File: src/rtl/core/ckb_pkg.sv
// ----------------------------------------------------------------------------
// ckb_pkg
// Shared types and constants of the clipped, color-keyed blitter.
// ----------------------------------------------------------------------------
package ckb_pkg;

  localparam int unsigned MaxDim  = 4096;
  localparam int unsigned DimW    = $clog2(MaxDim + 1);
  localparam int unsigned CntW    = $clog2(MaxDim);
  localparam int unsigned OffW    = 14;
  localparam int unsigned ModeW   = 2;
  localparam int unsigned PixW    = 32;
  localparam int unsigned AddrW   = 24;
  localparam int unsigned IdxW    = 3;
  localparam int unsigned CfgW    = 14;
  localparam int unsigned PosW    = OffW + 1;
  localparam int unsigned ProdW   = CntW + DimW;

  localparam logic [PixW-1:0] KeyMask = 32'h0000_00ff;

  // Register indexes on the configuration port.
  localparam logic [IdxW-1:0] REG_DEST_WIDTH    = 3'd0;
  localparam logic [IdxW-1:0] REG_DEST_HEIGHT   = 3'd1;
  localparam logic [IdxW-1:0] REG_SOURCE_WIDTH  = 3'd2;
  localparam logic [IdxW-1:0] REG_SOURCE_HEIGHT = 3'd3;
  localparam logic [IdxW-1:0] REG_OFFSET_X      = 3'd4;
  localparam logic [IdxW-1:0] REG_OFFSET_Y      = 3'd5;
  localparam logic [IdxW-1:0] REG_BLIT_MODE     = 3'd6;

  // Blit modes.
  localparam logic [ModeW-1:0] MODE_COPY = 2'd0;
  localparam logic [ModeW-1:0] MODE_KEY  = 2'd1;

  // Configuration as seen by the datapath, dimensions already clamped.
  typedef struct packed {
    logic [DimW-1:0]        dest_width;
    logic [DimW-1:0]        dest_height;
    logic [DimW-1:0]        source_width;
    logic [DimW-1:0]        source_height;
    logic signed [OffW-1:0] offset_x;
    logic signed [OffW-1:0] offset_y;
    logic [ModeW-1:0]       blit_mode;
  } ckb_cfg_t;

  // Raster position of one source pixel.
  typedef struct packed {
    logic [CntW-1:0] column;
    logic [CntW-1:0] row;
    logic            frame_end;
  } ckb_pos_t;

  function automatic logic [DimW-1:0] clamp_dim(input logic [DimW-1:0] v);
    logic [DimW-1:0] lim;
    lim = DimW'(MaxDim);
    return (v > lim) ? lim : v;
  endfunction

endpackage

File: src/rtl/core/ckb_cfg_regs.sv
// ----------------------------------------------------------------------------
// ckb_cfg_regs
// Configuration register file; dimensions are clamped on the way out.
// ----------------------------------------------------------------------------
module ckb_cfg_regs (
  input  logic                      clk_i,
  input  logic                      rst_ni,
  input  logic                      cfg_we_i,
  input  logic [ckb_pkg::IdxW-1:0]  cfg_index_i,
  input  logic [ckb_pkg::CfgW-1:0]  cfg_data_i,
  output ckb_pkg::ckb_cfg_t         cfg_o
);
  import ckb_pkg::*;

  logic [DimW-1:0]  dw_q, dh_q, sw_q, sh_q;
  logic [OffW-1:0]  ox_q, oy_q;
  logic [ModeW-1:0] mode_q;

  always_ff @(posedge clk_i or negedge rst_ni) begin
    if (!rst_ni) begin
      dw_q   <= '0;
      dh_q   <= '0;
      sw_q   <= '0;
      sh_q   <= '0;
      ox_q   <= '0;
      oy_q   <= '0;
      mode_q <= '0;
    end else if (cfg_we_i) begin
      case (cfg_index_i)
        REG_DEST_WIDTH:    dw_q   <= cfg_data_i[DimW-1:0];
        REG_DEST_HEIGHT:   dh_q   <= cfg_data_i[DimW-1:0];
        REG_SOURCE_WIDTH:  sw_q   <= cfg_data_i[DimW-1:0];
        REG_SOURCE_HEIGHT: sh_q   <= cfg_data_i[DimW-1:0];
        REG_OFFSET_X:      ox_q   <= cfg_data_i[OffW-1:0];
        REG_OFFSET_Y:      oy_q   <= cfg_data_i[OffW-1:0];
        REG_BLIT_MODE:     mode_q <= cfg_data_i[ModeW-1:0];
        default: ;
      endcase
    end
  end

  always_comb begin
    cfg_o.dest_width    = clamp_dim(dw_q);
    cfg_o.dest_height   = clamp_dim(dh_q);
    cfg_o.source_width  = clamp_dim(sw_q);
    cfg_o.source_height = clamp_dim(sh_q);
    cfg_o.offset_x      = ox_q;
    cfg_o.offset_y      = oy_q;
    cfg_o.blit_mode     = mode_q;
  end

endmodule

File: src/rtl/core/ckb_raster_ctr.sv
// ----------------------------------------------------------------------------
// ckb_raster_ctr
// Source column and row counters, advanced once per accepted pixel.
// ----------------------------------------------------------------------------
module ckb_raster_ctr (
  input  logic                      clk_i,
  input  logic                      rst_ni,
  input  logic                      advance_i,
  input  logic [ckb_pkg::DimW-1:0]  source_width_i,
  input  logic [ckb_pkg::DimW-1:0]  source_height_i,
  output ckb_pkg::ckb_pos_t         pos_o
);
  import ckb_pkg::*;

  logic [CntW-1:0] col_q, col_d;
  logic [CntW-1:0] row_q, row_d;
  logic            last_col;
  logic            last_row;

  // A width or height of zero makes every position the last one.
  assign last_col = ({1'b0, col_q} + DimW'(1)) >= source_width_i;
  assign last_row = ({1'b0, row_q} + DimW'(1)) >= source_height_i;

  always_comb begin
    col_d = col_q;
    row_d = row_q;
    if (advance_i) begin
      if (last_col) begin
        col_d = '0;
        row_d = last_row ? '0 : row_q + CntW'(1);
      end else begin
        col_d = col_q + CntW'(1);
      end
    end
  end

  always_ff @(posedge clk_i or negedge rst_ni) begin
    if (!rst_ni) begin
      col_q <= '0;
      row_q <= '0;
    end else begin
      col_q <= col_d;
      row_q <= row_d;
    end
  end

  assign pos_o.column    = col_q;
  assign pos_o.row       = row_q;
  assign pos_o.frame_end = last_col & last_row;

endmodule

File: src/rtl/core/ckb_clip_addr.sv
// ----------------------------------------------------------------------------
// ckb_clip_addr
// Clip test, color key and destination address of one pixel.
// ----------------------------------------------------------------------------
module ckb_clip_addr (
  input  ckb_pkg::ckb_cfg_t         cfg_i,
  input  ckb_pkg::ckb_pos_t         pos_i,
  input  logic [ckb_pkg::PixW-1:0]  pixel_i,
  output logic                      write_enable_o,
  output logic [ckb_pkg::AddrW-1:0] dest_address_o
);
  import ckb_pkg::*;

  logic [PosW-1:0]  dc;
  logic [PosW-1:0]  dr;
  logic             inside_src;
  logic             inside_dst;
  logic             mode_ok;
  logic [ProdW-1:0] addr_full;

  // Destination position as a two's complement sum of offset and counter.
  assign dc = {cfg_i.offset_x[OffW-1], cfg_i.offset_x} + PosW'(pos_i.column);
  assign dr = {cfg_i.offset_y[OffW-1], cfg_i.offset_y} + PosW'(pos_i.row);

  assign inside_src = ({1'b0, pos_i.column} < cfg_i.source_width) &&
                      ({1'b0, pos_i.row} < cfg_i.source_height);
  assign inside_dst = !dc[PosW-1] && !dr[PosW-1] &&
                      (dc[PosW-2:0] < OffW'(cfg_i.dest_width)) &&
                      (dr[PosW-2:0] < OffW'(cfg_i.dest_height));
  assign mode_ok = (cfg_i.blit_mode == MODE_COPY) ||
                   ((cfg_i.blit_mode == MODE_KEY) && ((pixel_i & KeyMask) != '0));

  assign write_enable_o = inside_src && inside_dst && mode_ok;

  // Inside the destination both coordinates are below MaxDim.
  assign addr_full = ProdW'(dr[CntW-1:0]) * ProdW'(cfg_i.dest_width) +
                     ProdW'(dc[CntW-1:0]);

  assign dest_address_o = write_enable_o ? addr_full[AddrW-1:0] : '0;

endmodule

File: src/rtl/core/clipped_keyed_blit.sv
// ----------------------------------------------------------------------------
// clipped_keyed_blit
// Clipped bit-block transfer with optional color key on the low byte.
// ----------------------------------------------------------------------------
// Source pixels arrive in raster order, one beat per clock while in_ready_o
// is high, and each one yields exactly one result beat: write flag, linear
// destination address, the pixel and a frame end mark on the last source
// pixel. The block sustains one pixel per clock while the output is not
// stalled; the pipeline is the input register followed by the result register,
// and the path between them holds the clip compares and one 12x13 multiply-add
// for the address. Configuration writes are taken in every cycle and must only
// happen while no pixel is in flight.
module clipped_keyed_blit (
  input  logic                      clk_i,
  input  logic                      rst_ni,
  input  logic                      cfg_valid_i,
  output logic                      cfg_ready_o,
  input  logic [ckb_pkg::IdxW-1:0]  cfg_index_i,
  input  logic [ckb_pkg::CfgW-1:0]  cfg_data_i,
  input  logic                      in_valid_i,
  output logic                      in_ready_o,
  input  logic [ckb_pkg::PixW-1:0]  source_pixel_i,
  output logic                      out_valid_o,
  input  logic                      out_ready_i,
  output logic                      write_enable_o,
  output logic [ckb_pkg::AddrW-1:0] dest_address_o,
  output logic [ckb_pkg::PixW-1:0]  dest_pixel_o,
  output logic                      frame_end_o
);
  import ckb_pkg::*;

  ckb_cfg_t        cfg;
  ckb_pos_t        pos;
  logic            in_fire;

  logic            s1_valid_q;
  ckb_pos_t        s1_pos_q;
  logic [PixW-1:0] s1_pix_q;
  logic            s1_move;

  logic            s2_valid_q;
  logic            s2_free;
  logic            we_d;
  logic [AddrW-1:0] addr_d;
  logic            we_q;
  logic [AddrW-1:0] addr_q;
  logic [PixW-1:0] pix_q;
  logic            fend_q;

  assign cfg_ready_o = 1'b1;

  ckb_cfg_regs u_cfg (
    .clk_i       (clk_i),
    .rst_ni      (rst_ni),
    .cfg_we_i    (cfg_valid_i),
    .cfg_index_i (cfg_index_i),
    .cfg_data_i  (cfg_data_i),
    .cfg_o       (cfg)
  );

  // Handshake of the two-stage pipeline.
  assign s2_free    = !s2_valid_q || out_ready_i;
  assign s1_move    = s1_valid_q && s2_free;
  assign in_ready_o = !s1_valid_q || s2_free;
  assign in_fire    = in_valid_i && in_ready_o;

  ckb_raster_ctr u_ctr (
    .clk_i           (clk_i),
    .rst_ni          (rst_ni),
    .advance_i       (in_fire),
    .source_width_i  (cfg.source_width),
    .source_height_i (cfg.source_height),
    .pos_o           (pos)
  );

  always_ff @(posedge clk_i or negedge rst_ni) begin
    if (!rst_ni) begin
      s1_valid_q <= 1'b0;
    end else if (in_ready_o) begin
      s1_valid_q <= in_valid_i;
    end
  end

  always_ff @(posedge clk_i) begin
    if (in_fire) begin
      s1_pos_q <= pos;
      s1_pix_q <= source_pixel_i;
    end
  end

  ckb_clip_addr u_clip (
    .cfg_i          (cfg),
    .pos_i          (s1_pos_q),
    .pixel_i        (s1_pix_q),
    .write_enable_o (we_d),
    .dest_address_o (addr_d)
  );

  always_ff @(posedge clk_i or negedge rst_ni) begin
    if (!rst_ni) begin
      s2_valid_q <= 1'b0;
    end else if (s2_free) begin
      s2_valid_q <= s1_valid_q;
    end
  end

  always_ff @(posedge clk_i) begin
    if (s1_move) begin
      we_q   <= we_d;
      addr_q <= addr_d;
      pix_q  <= s1_pix_q;
      fend_q <= s1_pos_q.frame_end;
    end
  end

  assign out_valid_o    = s2_valid_q;
  assign write_enable_o = we_q;
  assign dest_address_o = addr_q;
  assign dest_pixel_o   = pix_q;
  assign frame_end_o    = fend_q;

endmodule

File: config.mk
export PLATFORM = sky130hd
export DESIGN_NAME = clipped_keyed_blit
export DESIGN_NICKNAME = d
export VERILOG_FILES = /design/src/rtl/core/ckb_pkg.sv /design/src/rtl/core/ckb_cfg_regs.sv /design/src/rtl/core/ckb_raster_ctr.sv /design/src/rtl/core/ckb_clip_addr.sv /design/src/rtl/core/clipped_keyed_blit.sv
export SDC_FILE = /design/constraint.sdc
export NUM_CORES = 1
export LEC_CHECK = 0
export BUFFER_PORTS_ARGS = -buffer_cell sky130_fd_sc_hd__buf_2
export CAP_MARGIN = 0
export CORE_MARGIN = 2
export CORE_UTILIZATION = 35
export DETAILED_ROUTE_END_ITERATION = 8
export PLACE_DENSITY = 0.52
export SLEW_MARGIN = 20
export SYNTH_ARGS = -nofsm -noshare
export SYNTH_HDL_FRONTEND = slang
export SYNTH_SLANG_ARGS = --single-unit
File: constraint.sdc
create_clock -name clk_i -period 9.9 [get_ports clk_i]
set_clock_uncertainty 0.05 [all_clocks]
set_input_delay 1.98 -clock clk_i [delete_from_list [all_inputs] [get_ports clk_i]]
set_output_delay 1.98 -clock clk_i [all_outputs]
set_load 0.05 [all_outputs]
=== Yosys cells after proc, flatten, opt, wreduce, memory -nomap -nowiden ===
Cells that the tools add are included.

* Flip-flop bits (word level): 223
* Logic and storage cells: 78

* $add $sub $neg: 7
* Multiply operators: 1
* Order comparisons: 10
* Eq/ne operators: 7
* Muxes and demuxes: 6
* Bitwise gates (word level): 1
* Reductions and logical operators: 27

{| class="wikitable"
|+ Operators with widths
! cell !! count
|-
| $gt 13x13->1 const B || 4
|-
| $mux 13 || 4
|-
| $reduce_bool 32->1 || 1
|-
| $add 14x13->15 || 2
|-
| $lt 14x13->1 || 2
|-
| $add 12x1->13 const B || 2
|-
| $ge 13x13->1 || 2
|-
| $lt 12x13->1 || 2
|-
| $add 12x1->12 const B || 2
|-
| $add 24x12->24 || 1
|-
| $mul 12x13->24 || 1
|-
| $mux 12 || 2
|-
| $reduce_and 2->1 || 8
|-
| $eq 3x3->1 const B || 3
|-
| $logic_and 1x1->1 || 9
|-
| $eq 3x2->1 const B || 2
|-
| $logic_not 1->1 || 4
|-
| $eq 3x1->1 const B || 1
|-
| $logic_not 3->1 || 1
|-
| $logic_or 1x1->1 || 3
|-
| $eq 2x1->1 const B || 1
|-
| $logic_not 2->1 || 1
|-
| $and 1x1->1 || 1
|}

=== Longest topological paths before layout ===
* Word-level depth: 7
* Mapped depth: 30
* Mapped depth without buffers: 29

=== By module ===
A second synthesis with hierarchy kept.

* Cells, all modules: 1613
* Area, all modules: 17002.6 sq um

{| class="wikitable"
|+ By module, submodules not included
! module !! times used !! cells an instance !! area an instance (sq um) !! seq. area each (sq um)
|-
| ckb_clip_addr || 1 || 999 || 7858.8 || 0.0
|-
| clipped_keyed_blit || 1 || 125 || 3568.4 || 3503.4
|-
| ckb_cfg_regs || 1 || 234 || 3455.8 || 2052.0
|-
| ckb_raster_ctr || 1 || 255 || 2119.5 || 600.6
|}

=== Worst setup path after synthesis ===
Ideal clock, no wire load.

* Kind: reg2reg
* From: reg s1_pos_q[1] (netlist bit)
* To: reg addr_q[20], in the netlist dest_address_o[20], data pin
* Library setup time: 0.269 ns
* Arrival time: 6.522 ns
* Required time: 9.581 ns
* Setup slack: 3.059 ns
* Stages on the path, launching flop included: 29
* Cells stage by stage: edfxtp_1 ha_1 inv_1 fa_1 nor2b_1 o21a_1 o21ai_1 a211oi_2 o21ai_1 nand2b_1 xnor2_2 inv_2 nand2_1 fa_1 fa_1 inv_1 fa_1 fa_1 inv_1 fa_1 inv_1 ha_1 a21oi_1 nand2_1 a211oi_1 or2_2 o31ai_1 mux2i_1 a21oi_1

* Cells in the longest elaborated chain, start to end: 7
* Elaborated cells between the ends (all ways): 12
* Classes of those cells: add/sub (2); mul (1); order compare (2); reduce/logical (7)

{| class="wikitable"
|+ RTL lines
! item !! line !! RTL
|-
| from (decl) || clipped_keyed_blit.sv:37 || <nowiki>ckb_pos_t s1_pos_q;</nowiki>
|-
| from (signal assigned) || clipped_keyed_blit.sv:86 || <nowiki>s1_pos_q <= pos;</nowiki>
|-
| branches (longest 7 deep; another with $mul 12x13->24) || - ||
|-
| to (signal assigned) || clipped_keyed_blit.sv:110 || <nowiki>addr_q <= addr_d;</nowiki>
|-
| to (decl) || clipped_keyed_blit.sv:46 || <nowiki>logic [AddrW-1:0] addr_q;</nowiki>
|}

Parallel ways; which one is timed is not known.
A chain may end at the register's enable or synchronous reset.

=== Worst setup path after layout ===
* From: reg s1_pos_q[7] (netlist bit)
* To: reg addr_q[23], in the netlist dest_address_o[23], data pin

Same word-level chain as after synthesis.

==> metrics.md <==
| Metric | Value |
|---|---|
| Status | completed |
| Initial antenna violation count | 0 |
| Unrepaired setup endpoints after global routing | false |
| Final Cycle Share | 77.7% |
| PortBufs | approximately 110 |
| Hold Crit Depth | 0 |
| Worst R2R Path Depth | 26 |
| Area after DPL | approximately 0.018 mm^2 |
| Crit path kind | register to register |
| Cts repair resizes | 0 |
| First-pass GRT wire length | ~64000 um |
| HP Class | register to register |
| Sink Count | 223 |
| Hold Path End | dest_pixel_o[30] |
| Seq/Total Area, Yosys | between 30% and 40% |
| Initial Utilization | approximately 35% |
| CP top delay family | adder cells |
| Mean Syn Cell Area | 10.8 um^2 |
| Detailed-route DRC error count | 0 |
| Core area | between 0.04 and 0.05 mm^2 |
| Maxcap violations | 0 |
| Slew @ Worst Pin | between 1 and 1.5 ns |
| TNS Setup | 0 ns |
| HPWL after DPL | 30700 um |
| Worst Setup End Kind | register |
| Net count after synthesis | 1860 |
| Final Critical Period | ~7.7 ns |
| Post-synthesis register bit count | around 220 |
| Synth warn | 0 |
| Register-to-Register Setup Slack | 2.20 ns |
| Initial DRC Count | between 400 and 500 |
| Cell Area, Synth | 0.0164 mm^2 |
| I/O Pins | roughly 120 |
| Slew margin rel. | ~30% |
| Min-delay src | s1_pix_q[30] |
| GRT overflow | 0 |
| Ys async rst share | around half |
| Crit path max fanout | 9 |
| Gpl congestion | 0.844 |
| Reg-to-Reg Start | s1_pos_q[7] |
| Ys flop type | edfxtp_1 |
| Cell count after synthesis | approximately 1.5k |
| First-pass DRT Iterations | 5 |
| Most used cell, CP | fa_1 |
| Pins over their slew limit | 0 |
| Vias in the first global route | roughly 12k |
| Via density | 4.88 |
| Layout area overhead | 13.3% |
| Root Driver | clkbuf_16 |
| CP Data Required Time | a little over 10 ns |
| Num rows | between 70 and 80 |
| # hold bufs at CTS | 0 |
| Per-cell routed wire length | 17.7 um |
| Longest Clk Path Bufs | 3 |
| Fin util | between 40% and 50% |
| Final hold violations | 0 |
| GRT Util Overall | roughly 17% |
| Largest net degree at the start of global routing | 65 |
| CTS tree | yes |
| Clock Latency Late Sink | 0.57 ns |
| Max Freq | 130 MHz |
| # Post-CTS Setup Buffers | 0 |
| Die area | between 0.04 and 0.05 mm^2 |
| Final ANT Viol Nets | 0 |
| Critical path data arrival time | just under 8 ns |
| DR vias | between 10k and 15k |
| WL final | approximately 40000 um |
| Fin nets | a little under 2k |
| DIE HEIGHT | 221 um |
| Worst Setup Start Kind | register |
| Buffers & Inverters on Critical Path | 4 |
| Layout cells sized above 1 | 17.7% |
| Post-synth EDFFs | 115 |
| Max incr delay on CP | approximately 0.58 ns |
| Clock transition at path regs | roughly 0.06 ns |
| Count of cell types in the netlist | 71 |
| Htree depth | 1 |
| CP max-delay cell | fa_1 |
| Chip Width | approximately 220 um |
| Setup-failing EPs final | 0 |
| FF-to-FF End | dest_address_o[23] |
| Post-route cell area | approximately 0.019 mm^2 |
| CTS buffer count | 27 |
-- cell usage after synthesis (3+ instances only) --
cell type | n | share of area, %
and2_1 | 23 | 0.87
nor2b_1 | 32 | 1.2
o21ai_1 | 4 | 0.12
nand3_1 | 22 | 0.67
xor2_1 | 21 | 1.1
a21boi_0 | 4 | 0.18
or3_1 | 3 | 0.11
dfrtp_1 | 108 | 16
clkbuf_1 | 38 | 0.87
nor3_1 | 23 | 0.70
o31ai_1 | 3 | 0.14
mux2i_1 | 4 | 0.24
o21ai_0 | 33 | 1.0
o211ai_1 | 10 | 0.46
a22o_1 | 8 | 0.43
o22ai_1 | 3 | 0.11
a21o_1 | 23 | 1.0
nand2_1 | 178 | 4.1
ha_1 | 166 | 13
nor2_2 | 19 | 0.72
nor4_1 | 3 | 0.11
o21bai_1 | 6 | 0.27
nor3b_1 | 3 | 0.14
mux2_2 | 87 | 6.0
fa_1 | 122 | 15
nand4_1 | 8 | 0.30
and3_1 | 13 | 0.49
a211oi_1 | 6 | 0.27
o21a_1 | 14 | 0.64
nand4b_1 | 4 | 0.21
nand2b_1 | 13 | 0.49
a21oi_1 | 46 | 1.4
inv_1 | 211 | 4.8
edfxtp_1 | 115 | 21
nor2_1 | 58 | 1.3
xnor2_1 | 38 | 2.0
a31oi_1 | 7 | 0.27
-- worst reg2reg max path, stage by stage (launching register included) --
cell and delay [ns]:
edfxtp_1 0.41, ha_1 0.39, a2111oi_2 0.32, o21ai_1 0.14, a31oi_1 0.24, nor2_1 0.08, nor2_1 0.12, xor2_1 0.55
inv_1 0.25, nand2_1 0.13, fa_1 0.45, fa_1 0.58, inv_1 0.06, fa_1 0.50, fa_1 0.54, inv_1 0.05
fa_1 0.52, inv_1 0.04, ha_1 0.34, a21oi_1 0.30, o2bb2ai_1 0.12, a31oi_1 0.22, a41oi_1 0.25, a211oi_1 0.37
a21oi_1 0.13, xnor2_1 0.16, nor2_1 0.05
-- worst max path at each step --
stage	cells after the start	startpoint	endpoint	slack, ns
global route	26	s1_pos_q[2]	dest_address_o[23]	1.55
floorplan	28	s1_pos_q[1]	dest_address_o[20]	3.06
detailed placement	26	s1_pos_q[2]	dest_address_o[23]	2.20
global placement	26	s1_pos_q[2]	dest_address_o[23]	2.40
CTS	26	s1_pos_q[2]	dest_address_o[23]	2.18
finish	26	s1_pos_q[7]	dest_address_o[23]	2.20
-- registers in the layout (all words and copies together), names as in the netlist, 12 cells and up --
| register | count |
|---|---|
| dest_address_o | 24 |
| dest_pixel_o | 32 |
| s1_pix_q | 32 |
| s1_pos_q | 25 |
| u_cfg.dh_q | 13 |
| u_cfg.dw_q | 13 |
| u_cfg.ox_q | 14 |
| u_cfg.oy_q | 14 |
| u_cfg.sh_q | 13 |
| u_cfg.sw_q | 13 |
| u_ctr.col_q | 12 |
| u_ctr.row_q | 12 |
-- stage by stage --
stage | instances | hold WS, ns | setup slack (ns)
floorplan | 1518 | 0.350 | 3.06
global placement | 2207 | 0.350 | 2.40
detailed placement | 2207 | 0.355 | 2.20
CTS | 2257 | 0.367 | 2.18
global route | 2257 | 0.374 | 1.55
finish | 2258 | 0.364 | 2.20
-- layout make-up --
type / count / area (um^2)
Antenna cell: 1 / 2.50
Clock buffer: 37 / 733
Clock inverter: 13 / 156
Fill cell: 4584 / 27800
Inverter: 214 / 803
Multi-Input combinational cell: 1038 / 9360
Sequential cell: 223 / 6160
Tap cell: 607 / 759
Timing Repair Buffer: 125 / 658
-- placed cells by master (no fill, tap or decap), types with 7 or more instances in the layout --
cell | synthesis | layout
xor2_1 | 21 | 21
nor2_2 | 19 | 19
o21a_1 | 14 | 14
buf_2 | 1 | 112
nand3_1 | 22 | 22
nand2_1 | 178 | 178
nand4_1 | 8 | 8
a21oi_1 | 46 | 46
and3_1 | 13 | 13
inv_1 | 211 | 211
o211ai_1 | 10 | 10
nand2b_1 | 13 | 13
a22o_1 | 8 | 8
edfxtp_1 | 115 | 115
nor3_1 | 23 | 21
fa_1 | 122 | 122
o21ai_0 | 33 | 33
ha_1 | 166 | 166
and2_1 | 23 | 22
mux2_2 | 87 | 87
nor2b_1 | 32 | 32
nor2_1 | 58 | 58
a21o_1 | 23 | 23
clkbuf_1 | 38 | 8
a31oi_1 | 7 | 7
xnor2_1 | 38 | 36
buf_4 | 1 | 13
dfrtp_1 | 108 | 108
clkbuf_16 | 0 | 27
-- kinds of logic after synthesis --
| kind of cell | Yosys count | share of synthesized area [%] |
|---|---|---|
| and+or+nand+nor | 409 | 11.9 |
| AOI/OAI and AO/OA | 189 | 7.77 |
| adders and majority gates | 288 | 27.5 |
| other | 1 | 0.0228 |
| DFF | 223 | 37.4 |
| buffers and inverters | 257 | 5.99 |
| xor gates and xnor gates | 60 | 3.24 |
| muxes | 91 | 6.20 |
-- metal layers --
metal | vias to the layer above | global-route usage (%) | routed length [um]
met1 | 5436 | 23.2 | 18700
met4 | 0 | 4.76 | 1030
met2 | 215 | 27.9 | 18500
li1 | 5314 | - | -
met5 | - | 0 | 0
met3 | 55 | 2.28 | 1640
Power is not shown: default switching activity piles up to over one toggle a cycle in this logic, so the estimate is an artifact.
